==> src/rtl/core/urlpd_pkg.sv <==
// Package for the URL percent decoder: beat payload types, decoder state,
// status codes, character constants and the hex digit helper. No dependencies.
package urlpd_pkg;

   typedef struct packed {
      logic [7:0] code_byte;
      logic       end_of_string;
   } req_type;

   typedef struct packed {
      logic [7:0] plain_byte;
      logic       has_byte;
      logic       string_done;
      logic [2:0] status;
   } rsp_type;

   typedef enum logic [1:0] {
      PHASE_IDLE = 2'd0,
      PHASE_HIGH = 2'd1,
      PHASE_LOW  = 2'd2
   } phase_type;

   typedef logic [2:0] status_type;

   localparam status_type ST_OK        = 3'd0;
   localparam status_type ST_TRUNCATED = 3'd1;
   localparam status_type ST_BAD_HEX   = 3'd2;
   localparam status_type ST_ZERO      = 3'd3;
   localparam status_type ST_CONTROL   = 3'd4;

   typedef struct packed {
      phase_type  phase;
      logic [3:0] high_nibble;
      logic       high_invalid;
      status_type error_code;
   } state_type;

   localparam logic [7:0] CH_PLUS    = 8'h2b;
   localparam logic [7:0] CH_PERCENT = 8'h25;
   localparam logic [7:0] CH_SPACE   = 8'h20;
   localparam logic [7:0] CTRL_LIMIT = 8'h20;
   localparam logic [7:0] CH_DEL     = 8'h7f;

   // bit 4 set: not a hex digit
   function automatic logic [4:0] hex_digit(input logic [7:0] b);
      logic [4:0] d;
      d = 5'h10;
      if (b >= 8'h30 && b <= 8'h39) begin
         d = {1'b0, b[3:0]};
      end else if ((b >= 8'h61 && b <= 8'h66) || (b >= 8'h41 && b <= 8'h46)) begin
         d = {1'b0, b[3:0] + 4'd9};
      end
      return d;
   endfunction

endpackage

==> src/rtl/core/urlpd_decode.sv <==
// One decode step: current state and one input beat give the next state and
// the result beat. Pure combinational logic. Depends on urlpd_pkg.
module urlpd_decode (
   input  urlpd_pkg::state_type cur_state,
   input  urlpd_pkg::req_type   item,
   output urlpd_pkg::state_type next_state,
   output urlpd_pkg::rsp_type   result,
   output logic                 has_result
);

   logic [4:0]           digit;
   urlpd_pkg::state_type upd;
   logic                 emit;
   logic [7:0]           val;
   logic                 ctrl_byte;

   assign digit     = urlpd_pkg::hex_digit(item.code_byte);
   assign ctrl_byte = (item.code_byte < urlpd_pkg::CTRL_LIMIT) ||
                      (item.code_byte == urlpd_pkg::CH_DEL);

   // next state
   always_comb begin
      upd = cur_state;
      if (cur_state.error_code == urlpd_pkg::ST_OK) begin
         unique case (cur_state.phase)
            urlpd_pkg::PHASE_HIGH: begin
               upd.high_invalid = digit[4];
               upd.high_nibble  = digit[3:0];
               upd.phase        = urlpd_pkg::PHASE_LOW;
            end
            urlpd_pkg::PHASE_LOW: begin
               upd.phase        = urlpd_pkg::PHASE_IDLE;
               upd.high_nibble  = 4'd0;
               upd.high_invalid = 1'b0;
               if (cur_state.high_invalid || digit[4]) begin
                  upd.error_code = urlpd_pkg::ST_BAD_HEX;
               end else if ({cur_state.high_nibble, digit[3:0]} == 8'd0) begin
                  upd.error_code = urlpd_pkg::ST_ZERO;
               end
            end
            default: begin
               upd.phase = urlpd_pkg::PHASE_IDLE;
               priority if (item.code_byte == urlpd_pkg::CH_PLUS) begin
                  upd.phase = urlpd_pkg::PHASE_IDLE;
               end else if (item.code_byte == urlpd_pkg::CH_PERCENT) begin
                  upd.phase = urlpd_pkg::PHASE_HIGH;
               end else if (ctrl_byte) begin
                  upd.error_code = urlpd_pkg::ST_CONTROL;
               end else begin
                  upd.phase = urlpd_pkg::PHASE_IDLE;
               end
            end
         endcase
         if (item.end_of_string && upd.error_code == urlpd_pkg::ST_OK &&
             upd.phase != urlpd_pkg::PHASE_IDLE) begin
            upd.error_code = urlpd_pkg::ST_TRUNCATED;
         end
      end
      next_state = item.end_of_string ? '0 : upd;
   end

   // outputs
   always_comb begin
      emit = 1'b0;
      val  = 8'd0;
      if (cur_state.error_code == urlpd_pkg::ST_OK) begin
         unique case (cur_state.phase)
            urlpd_pkg::PHASE_HIGH: begin
               emit = 1'b0;
            end
            urlpd_pkg::PHASE_LOW: begin
               val  = {cur_state.high_nibble, digit[3:0]};
               emit = !cur_state.high_invalid && !digit[4] && (val != 8'd0);
            end
            default: begin
               priority if (item.code_byte == urlpd_pkg::CH_PLUS) begin
                  val  = urlpd_pkg::CH_SPACE;
                  emit = 1'b1;
               end else if (item.code_byte == urlpd_pkg::CH_PERCENT || ctrl_byte) begin
                  emit = 1'b0;
               end else begin
                  val  = item.code_byte;
                  emit = 1'b1;
               end
            end
         endcase
      end
      result.plain_byte  = emit ? val : 8'd0;
      result.has_byte    = emit;
      result.string_done = item.end_of_string;
      result.status      = item.end_of_string ? upd.error_code : urlpd_pkg::ST_OK;
      has_result         = emit || item.end_of_string;
   end

endmodule

==> src/rtl/core/url_percent_decoder.sv <==
// Top level of the URL percent decoder: input register, decode state and
// result register around urlpd_decode. Depends on urlpd_pkg, urlpd_decode.
//
//   port group  dir  payload              handshake
//   req_        in   urlpd_pkg::req_type  req_valid / req_stall
//   rsp_        out  urlpd_pkg::rsp_type  rsp_valid / rsp_stall
//
// One byte per clock sustained while rsp_stall is low. A byte passes the
// input register, then is decoded into the result register. The decode
// state updates as a beat leaves the input register. Synchronous reset
// clears valids and state. A stalled result holds the input register;
// req_stall rises only when that register is full and cannot drain.
module url_percent_decoder (
   input  logic               clock,
   input  logic               reset,
   input  logic               req_valid,
   output logic               req_stall,
   input  urlpd_pkg::req_type req_data,
   output logic               rsp_valid,
   input  logic               rsp_stall,
   output urlpd_pkg::rsp_type rsp_data
);

   logic                 in_valid_ff, in_valid_in;
   urlpd_pkg::req_type   in_data_ff, in_data_in;
   logic                 out_valid_ff, out_valid_in;
   urlpd_pkg::rsp_type   out_data_ff, out_data_in;
   urlpd_pkg::state_type state_ff, state_in;

   urlpd_pkg::state_type dec_state;
   urlpd_pkg::rsp_type   dec_result;
   logic                 dec_has_result;
   logic                 out_free;
   logic                 move;

   urlpd_decode u_decode (
      .cur_state  (state_ff),
      .item       (in_data_ff),
      .next_state (dec_state),
      .result     (dec_result),
      .has_result (dec_has_result)
   );

   assign out_free  = !out_valid_ff || !rsp_stall;
   assign move      = in_valid_ff && out_free;
   assign req_stall = in_valid_ff && !move;

   always_comb begin
      in_valid_in  = in_valid_ff;
      in_data_in   = in_data_ff;
      out_valid_in = out_valid_ff;
      out_data_in  = out_data_ff;
      state_in     = state_ff;
      if (!req_stall) begin
         in_valid_in = req_valid;
         in_data_in  = req_data;
      end
      if (out_free) begin
         out_valid_in = move && dec_has_result;
      end
      if (move) begin
         out_data_in = dec_result;
         state_in    = dec_state;
      end
   end

   always_ff @(posedge clock) begin
      if (reset) begin
         in_valid_ff  <= 1'b0;
         out_valid_ff <= 1'b0;
         state_ff     <= '0;
      end else begin
         in_valid_ff  <= in_valid_in;
         out_valid_ff <= out_valid_in;
         state_ff     <= state_in;
      end
   end

   always_ff @(posedge clock) begin
      in_data_ff  <= in_data_in;
      out_data_ff <= out_data_in;
   end

   assign rsp_valid = out_valid_ff;
   assign rsp_data  = out_data_ff;

endmodule

==> config.mk <==
export PLATFORM = sky130hd
export DESIGN_NAME = url_percent_decoder
export DESIGN_NICKNAME = d
export VERILOG_FILES = /design/src/rtl/core/urlpd_pkg.sv /design/src/rtl/core/urlpd_decode.sv /design/src/rtl/core/url_percent_decoder.sv
export SDC_FILE = /design/constraint.sdc
export NUM_CORES = 1
export LEC_CHECK = 0
export ABC_AREA = 0
export BUFFER_PORTS_ARGS = -buffer_cell sky130_fd_sc_hd__buf_4
export CAP_MARGIN = 10
export CELL_PAD_IN_SITES_DETAIL_PLACEMENT = 1
export CELL_PAD_IN_SITES_GLOBAL_PLACEMENT = 2
export CORE_AREA = 2 2 101 74
export DETAILED_ROUTE_END_ITERATION = 8
export DIE_AREA = 0 0 103 76
export PLACE_DENSITY = 0.78
export SYNTH_ARGS = -nofsm -noshare
export SYNTH_HDL_FRONTEND = slang
export SYNTH_HIERARCHICAL = 1
export SYNTH_SLANG_ARGS = --single-unit
==> constraint.sdc <==
create_clock -name clock -period 2.3 [get_ports clock]
set_input_delay 0.46 -clock clock [delete_from_list [all_inputs] [get_ports clock]]
set_output_delay 0.46 -clock clock [all_outputs]
set_load 0.1 [all_outputs]
==> flow_metrics.env, run 1 <==
export IMPL_slew_viol_final=0
export IMPL_antennaDiodeCount=0
export IMPL_multi_input_area_sq_um=1170
export IMPL_crit_path_end_kind="flip-flop"
export IMPL_clkSlewWorstSetupHoldPaths_ns=0.07
export IMPL_start_util_pct=30.5
export IMPL_crit_chain="inv_2 -> ha_2 -> nor2_1 -> o2111ai_1 -> a21oi_4 -> or4b_1 -> a21oi_1"
export IMPL_drive_above_1_share_pct=31.0
export IMPL_peakVddDrop_mv=0.238
export IMPL_grt_max_degree=23
export IMPL_finalHoldViolCount=0
export IMPL_ys_warn_count=6
export IMPL_first_pass_iters=4
export IMPL_setup_tns_ns=0
export IMPL_grt_antenna_before_repair=0
export IMPL_synthToLayoutAreaGrowth_pct=30.2
export IMPL_finalCriticalPeriod_ns=2.20
export IMPL_comb_power_share_pct=19.5
export IMPL_grt_total_usage_pct=16.2
export IMPL_hold_path_class="in -> reg"
export IMPL_final_nets=292
export IMPL_rsz0062_at_grt="yes"
export IMPL_ys_seq_area_share_pct=42.5
export IMPL_cts_max_level=2
export IMPL_status="finished, final reports clean"
export IMPL_postSynthCellCount=222
export IMPL_drv_cap=0
export IMPL_register_area_sq_um=903
export IMPL_cts_tree="yes"
export IMPL_vias=1890
export IMPL_globalplace_congestion=0.855
export IMPL_switching_power_w=0.000437
export IMPL_crit_slowest_cell="or4b_1"
export IMPL_grt_pass1_vias=1830
export IMPL_crit_arrival_ns=2.34
export IMPL_routed_wl_mm=6.07
export IMPL_wl_per_cell_um=16.3
export IMPL_leakage_nw=1.02
export IMPL_period_share_pct=95.5
export IMPL_root_buffer="clkbuf_8"
export IMPL_clock_latency_ns=0.29
export IMPL_postRouteAntennaNets=0
export IMPL_yosysTopAreaCell="edfxtp_1"
export IMPL_drt_initial_drc_count=79
export IMPL_power_share_sequential_pct=47.1
export IMPL_whs_ns=0.343
export IMPL_die_w_um=103
export IMPL_coreArea_sq_um=6960
export IMPL_max_freq_mhz=455
export IMPL_synth_top_area_share_pct=31.1
export IMPL_ios=28
export IMPL_final_common_cell="buf_4"
export IMPL_worstSetupPathType="reg -> reg"
export IMPL_die_area_sq_um=7830
export IMPL_crit_fanout=5
export IMPL_synth_area_per_cell_sq_um=9.56
export IMPL_power_internal_w=0.00105
export IMPL_relSlewSlack_pct=65.1
export IMPL_syn_area_sq_um=2120
export IMPL_fp_dieH_um=76
export IMPL_slowest_delay_ns=0.52
export IMPL_tightest_slew_ns=0.519
export IMPL_grt_first_pass_wirelength_mm=9.62
export IMPL_synth_edf_count=22
export IMPL_async_flop_share_pct=0
export IMPL_layout_common_cells="buf_4, nand2b_1, edfxtp_1, a21oi_1, nor2_1"
export IMPL_ys_seq_elements=34
export IMPL_drcViolationCount=0
export IMPL_critPathTopFamily="compound AO/OA/AOI/OAI gates"
export IMPL_cp_start_kind="flip-flop"
export IMPL_synth_distinct_cells=55
export IMPL_yosys_top_cells_area="edfxtp_1, dfxtp_1, nand2b_1"
export IMPL_dp_hpwl_mm=4.58
export IMPL_viasPerCell=5.08
export IMPL_cts_max_path_buffers=2
export IMPL_finClkSkew_ns=0.00515
export IMPL_p_per_area_nw_per_um2=537
export IMPL_synth_fp_nets=241
export IMPL_p_clk_share_pct=33.4
export IMPL_synthFlopType="edfxtp_1"
export IMPL_setup_violations=0
export IMPL_fillers=838
export IMPL_numClockSinks=34
export IMPL_required_ns=2.44
export IMPL_grt_overflow=0
export IMPL_cts_inserted_buffers=5
export IMPL_switching_share_pct=29.4
export IMPL_worst_path_buf_inv=1
export IMPL_numPortBuffers=27
export IMPL_rows=26
==> Yosys cell counts, types with 2 or more instances <==
library cell  count
o21ai_0          14
mux2i_1          11
and3_1            2
a21o_1            2
nor3b_1           2
o21a_1            2
nor3_1            3
inv_1            11
nand3_1           6
or3_1             2
nor2b_1           5
clkbuf_1          5
nor2_1           17
a31oi_1           3
a22oi_1           3
edfxtp_1         22
ha_1              6
nand4_1           2
a2bb2oi_1         2
buf_4             2
a211oi_1          2
a21oi_1          20
nand2b_1         25
nand2_1          11
dfxtp_1          12
==> what timing repair did <==
| item | in CTS | in global routing |
|---|---|---|
| resized for setup | 1 | 16 |
| hold buffers | 0 | 0 |
| setup endpoints to repair | 1 | 15 |
| pin swaps | 1 | 0 |
| setup buffers | 2 | 1 |
==> final timing paths <==
| kind | start | to | slack, ns | depth (start not counted) |
|---|---|---|---|---|
| setup / recovery | in_data_ff[2]$_DFFE_PN_ | rsp_data[10]$_DFFE_PP_ | 0.10 | 7 |
| setup reg to reg | in_data_ff[2]$_DFFE_PN_ | rsp_data[10]$_DFFE_PP_ | 0.10 | 7 |
| hold reg to reg | state_ff[8]$_SDFFE_PP0P_ | state_ff[8]$_SDFFE_PP0P_ | 0.50 | 2 |
| hold / removal | req_data[1] | in_data_ff[1]$_DFFE_PN_ | 0.34 | 1 |
==> cells by family (layout without fill, tap and decap cells) <==
kind of cell / after synthesis / count (layout) / share of synthesized area, %
AND/OR/NAND/NOR: 85 / 85 / 23.4
AO/OA/AOI/OAI: 63 / 63 / 19.8
flip-flops: 34 / 34 / 42.5
buffers and inverters: 22 / 74 / 5.13
multiplexers: 12 / 12 / 5.72
adder cells (fa/ha/maj): 6 / 6 / 3.54
==> area by class of cell <==
class / instances / area share, %
multi-input combinational: 166 / 42.4
timing repair buffer: 54 / 15.1
sequential: 34 / 32.7
inverter: 12 / 1.77
tap: 98 / 4.44
clock buffer: 7 / 3.49
clock inverter: 1 / 0.136
==> stage by stage <==
stage | cells | cell area (sq um) | total power [W] | setup WS (ns) | util [%]
CTS | 371 | 2700 | 0.00149 | 0.0266 | 38.7
floorplan | 222 | 2130 | 0.000902 | 0.143 | -
global placement | 361 | 2580 | 0.000983 | 0.0248 | 37.1
global route | 372 | 2760 | 0.00155 | -0.0106 | 39.7
finish | 372 | 2760 | 0.00149 | 0.103 | 39.7
detailed placement | 361 | 2580 | 0.000987 | -0.00167 | 37.1
==> flip-flops by register name (all words and copies together) (netlist names) <==
name	flops
rsp_valid	1
rsp_data	13
in_data_ff	9
state_ff	10
in_valid_ff	1
==> layer usage <==
metal	GRT usage (%)	wire, um	vias up
met1	25.7	3290	927
met5	0	0	-
met3	3.49	286	7
li1	-	-	918
met4	4.87	65	0
met2	21.4	2430	38
==> power by group through the flow <==
stage                     Sequential (W)  Combinational, W  Clock, W
after floorplan                 0.000798          0.000104         0
after global placement          0.000712          0.000271         0
after detailed placement        0.000713          0.000275         0
after CTS                       0.000698          0.000279  0.000516
after global routing            0.000703          0.000307  0.000540
final                           0.000700          0.000290  0.000496
Power figures use the tool's default switching activity.
==> run 2: changes to the inputs <==
--- a/config.mk
+++ b/config.mk
@@ -11,6 +11,7 @@
 export CELL_PAD_IN_SITES_DETAIL_PLACEMENT = 1
 export CELL_PAD_IN_SITES_GLOBAL_PLACEMENT = 2
 export CORE_AREA = 2 2 101 74
+export CTS_CLUSTER_DIAMETER = 60
 export DETAILED_ROUTE_END_ITERATION = 8
 export DIE_AREA = 0 0 103 76
 export PLACE_DENSITY = 0.78
==> constraint.sdc (replaced) <==
create_clock -name clock -period 1.9 [get_ports clock]
set_input_delay 0.38 -clock clock [delete_from_list [all_inputs] [get_ports clock]]
set_output_delay 0.38 -clock clock [all_outputs]
set_load 0.1 [all_outputs]
==> run 2 against run 1 <==
Net effect:
- the run now ends with setup timing left
- sequential cell count is the same
- maximum frequency grew 5.1%
- core utilization grew 5.2 points
- final cell count grew 6.7%
- non-clock buffer count grew 25
- critical path type unchanged
- sequential share of layout area shrank 3.8 points
- combinational power grew 40%
- critical path depth grew 3
- highest routed layer unchanged
- via count grew 2.8%
- clock power grew 33%
- critical endpoint is now state_ff[5]$_SDFFE_PP0P_
- clock skew grew 0.0072 ns
- first-iteration DRC count grew 1.3%
==> flow_metrics.env, run 2 (same netlist as run 1, synthesis figures left out) <==
export IMPL_status="complete, but fails checks"
export IMPL_violations="setup timing"
export IMPL_numClockSinks=34
export IMPL_numPortBuffers=27
export IMPL_switching_share_pct=28.6
export IMPL_hold_path_class="in -> reg"
export IMPL_period_share_pct=110
export IMPL_largest_reg_flops=13
export IMPL_cp_start_kind="flip-flop"
export IMPL_final_common_cell="buf_4"
export IMPL_drive_above_1_share_pct=45.5
export IMPL_final_nets=317
export IMPL_cts_max_path_buffers=2
export IMPL_place_inst=382
export IMPL_postRouteAntennaNets=0
export IMPL_die_area_sq_um=7830
export IMPL_viasPerCell=4.89
export IMPL_grt_pass1_vias=2034
export IMPL_drcViolationCount=0
export IMPL_grt_max_degree=24
export IMPL_finalCriticalPeriod_ns=2.09
export IMPL_dp_hpwl_mm=4.98
export IMPL_p_clk_share_pct=34.5
export IMPL_wl_per_cell_um=17.1
export IMPL_cts_max_level=2
export IMPL_antennaDiodeCount=0
export IMPL_slew_viol_final=0
export IMPL_crit_fanout=5
export IMPL_first_pass_iters=4
export IMPL_setup_ws_ns=-0.191
export IMPL_ios=28
export IMPL_relSlewSlack_pct=66.0
export IMPL_finalPower_w=0.00191
export IMPL_p_per_area_nw_per_um2=610
export IMPL_power_internal_w=0.00136
export IMPL_grt_antenna_before_repair=0
export IMPL_clkSlewWorstSetupHoldPaths_ns=0.08
export IMPL_globalplace_congestion=0.847
export IMPL_worstSetupPathType="reg -> reg"
export IMPL_start_util_pct=30.5
export IMPL_grt_overflow=0
export IMPL_max_freq_mhz=478
export IMPL_required_ns=2.06
export IMPL_layout_common_cells="buf_4, nand2b_1, edfxtp_1, nor2_1, a21oi_2"
export IMPL_drv_cap=0
export IMPL_clock_latency_ns=0.29
export IMPL_fillers=822
export IMPL_peakVddDrop_mv=0.377
export IMPL_cts_inserted_buffers=5
export IMPL_cts_tree="yes"
export IMPL_comb_power_share_pct=21.3
export IMPL_tightest_slew_ns=0.506
export IMPL_power_share_sequential_pct=44.2
export IMPL_grt_total_usage_pct=18.1
export IMPL_finalHoldViolCount=0
export IMPL_coreArea_sq_um=6960
export IMPL_setup_tns_ns=-1.94
export IMPL_crit_path_end_kind="flip-flop"
export IMPL_rsz0062_at_grt="yes"
export IMPL_synthToLayoutAreaGrowth_pct=47.3
export IMPL_fp_dieH_um=76
export IMPL_vias=1943
export IMPL_fin_cells=397
export IMPL_die_w_um=103
export IMPL_rows=26
export IMPL_grt_first_pass_wirelength_mm=10.8
export IMPL_drt_initial_drc_count=80
export IMPL_switching_power_w=0.000547
export IMPL_crit_arrival_ns=2.25
export IMPL_root_buffer="clkbuf_8"
export IMPL_routed_wl_mm=6.79
export IMPL_finClkSkew_ns=0.0124
export IMPL_setup_violations=17
export IMPL_leakage_nw=1.18
export IMPL_finalCoreUtilization_pct=44.9
[run 2: worst paths after layout]
| kind | from | to | slack [ns] | cells after the start |
|---|---|---|---|---|
| worst max-delay path | in_data_ff[1]$_DFFE_PN_ | state_ff[5]$_SDFFE_PP0P_ | -0.19 | 10 |
| worst max register to register | in_data_ff[1]$_DFFE_PN_ | state_ff[5]$_SDFFE_PP0P_ | -0.19 | 10 |
| worst min register to register | state_ff[1]$_SDFFE_PP0P_ | state_ff[1]$_SDFFE_PP0P_ | 0.59 | 2 |
| worst min-delay path | req_data[5] | in_data_ff[5]$_DFFE_PN_ | 0.26 | 1 |
[run 2: power by group through the flow]
stage          Combinational, W  Clock [W]  Sequential, W
4_1_cts                0.000397   0.000681       0.000842
3_5_place_dp           0.000365          0       0.000857
3_3_place_gp           0.000359          0       0.000856
6_report               0.000407   0.000659       0.000843
5_1_grt                0.000432   0.000712       0.000846
2_1_floorplan          0.000135          0       0.000967
[run 2: timing repair]
item | 4_1_cts | 5_1_grt
resized for setup | 31 | 15
hold buffers | 0 | 0
pin swaps | 14 | 8
setup endpoints to repair | 20 | 22
buffers inserted | 7 | 1
[run 2: cell type report]
cell class	instances	area (sq um)	area share [%]
multi-input combinational	166	1330	42.6
sequential	34	902	28.9
timing repair buffer	79	613	19.6
tap	98	123	3.92
clock buffer	6	72.6	2.32
inverter	12	50.0	1.60
clock inverter	2	33.8	1.08
[run 2: worst max-delay path: stages (launching register included)]
cell      delay (ns)
edfxtp_1        0.46
inv_2           0.11
ha_4            0.13
or3b_4          0.39
o311a_4         0.16
buf_6           0.13
a22o_1          0.21
a22oi_1         0.16
nor2_1          0.06
nand2b_1        0.07
mux2i_1         0.07
[run 2: metrics by stage]
step | hold slack [ns] | setup slack [ns] | instance area, sq um
5_1_grt | 0.250 | -0.293 | 3130
3_3_place_gp | 0.542 | -0.472 | 2780
4_1_cts | 0.249 | -0.202 | 3070
6_report | 0.259 | -0.191 | 3130
3_5_place_dp | 0.558 | -0.412 | 2780
2_1_floorplan | 0.448 | -0.108 | 2190
[run 2: per-layer routing]
layer | vias up | track usage, % | routed length, um
met4 | 0 | 2.76 | 22
met1 | 946 | 26.0 | 3500
met2 | 30 | 28.4 | 3070
li1 | 963 | - | -
met5 | - | 0 | 0
met3 | 4 | 3.94 | 186
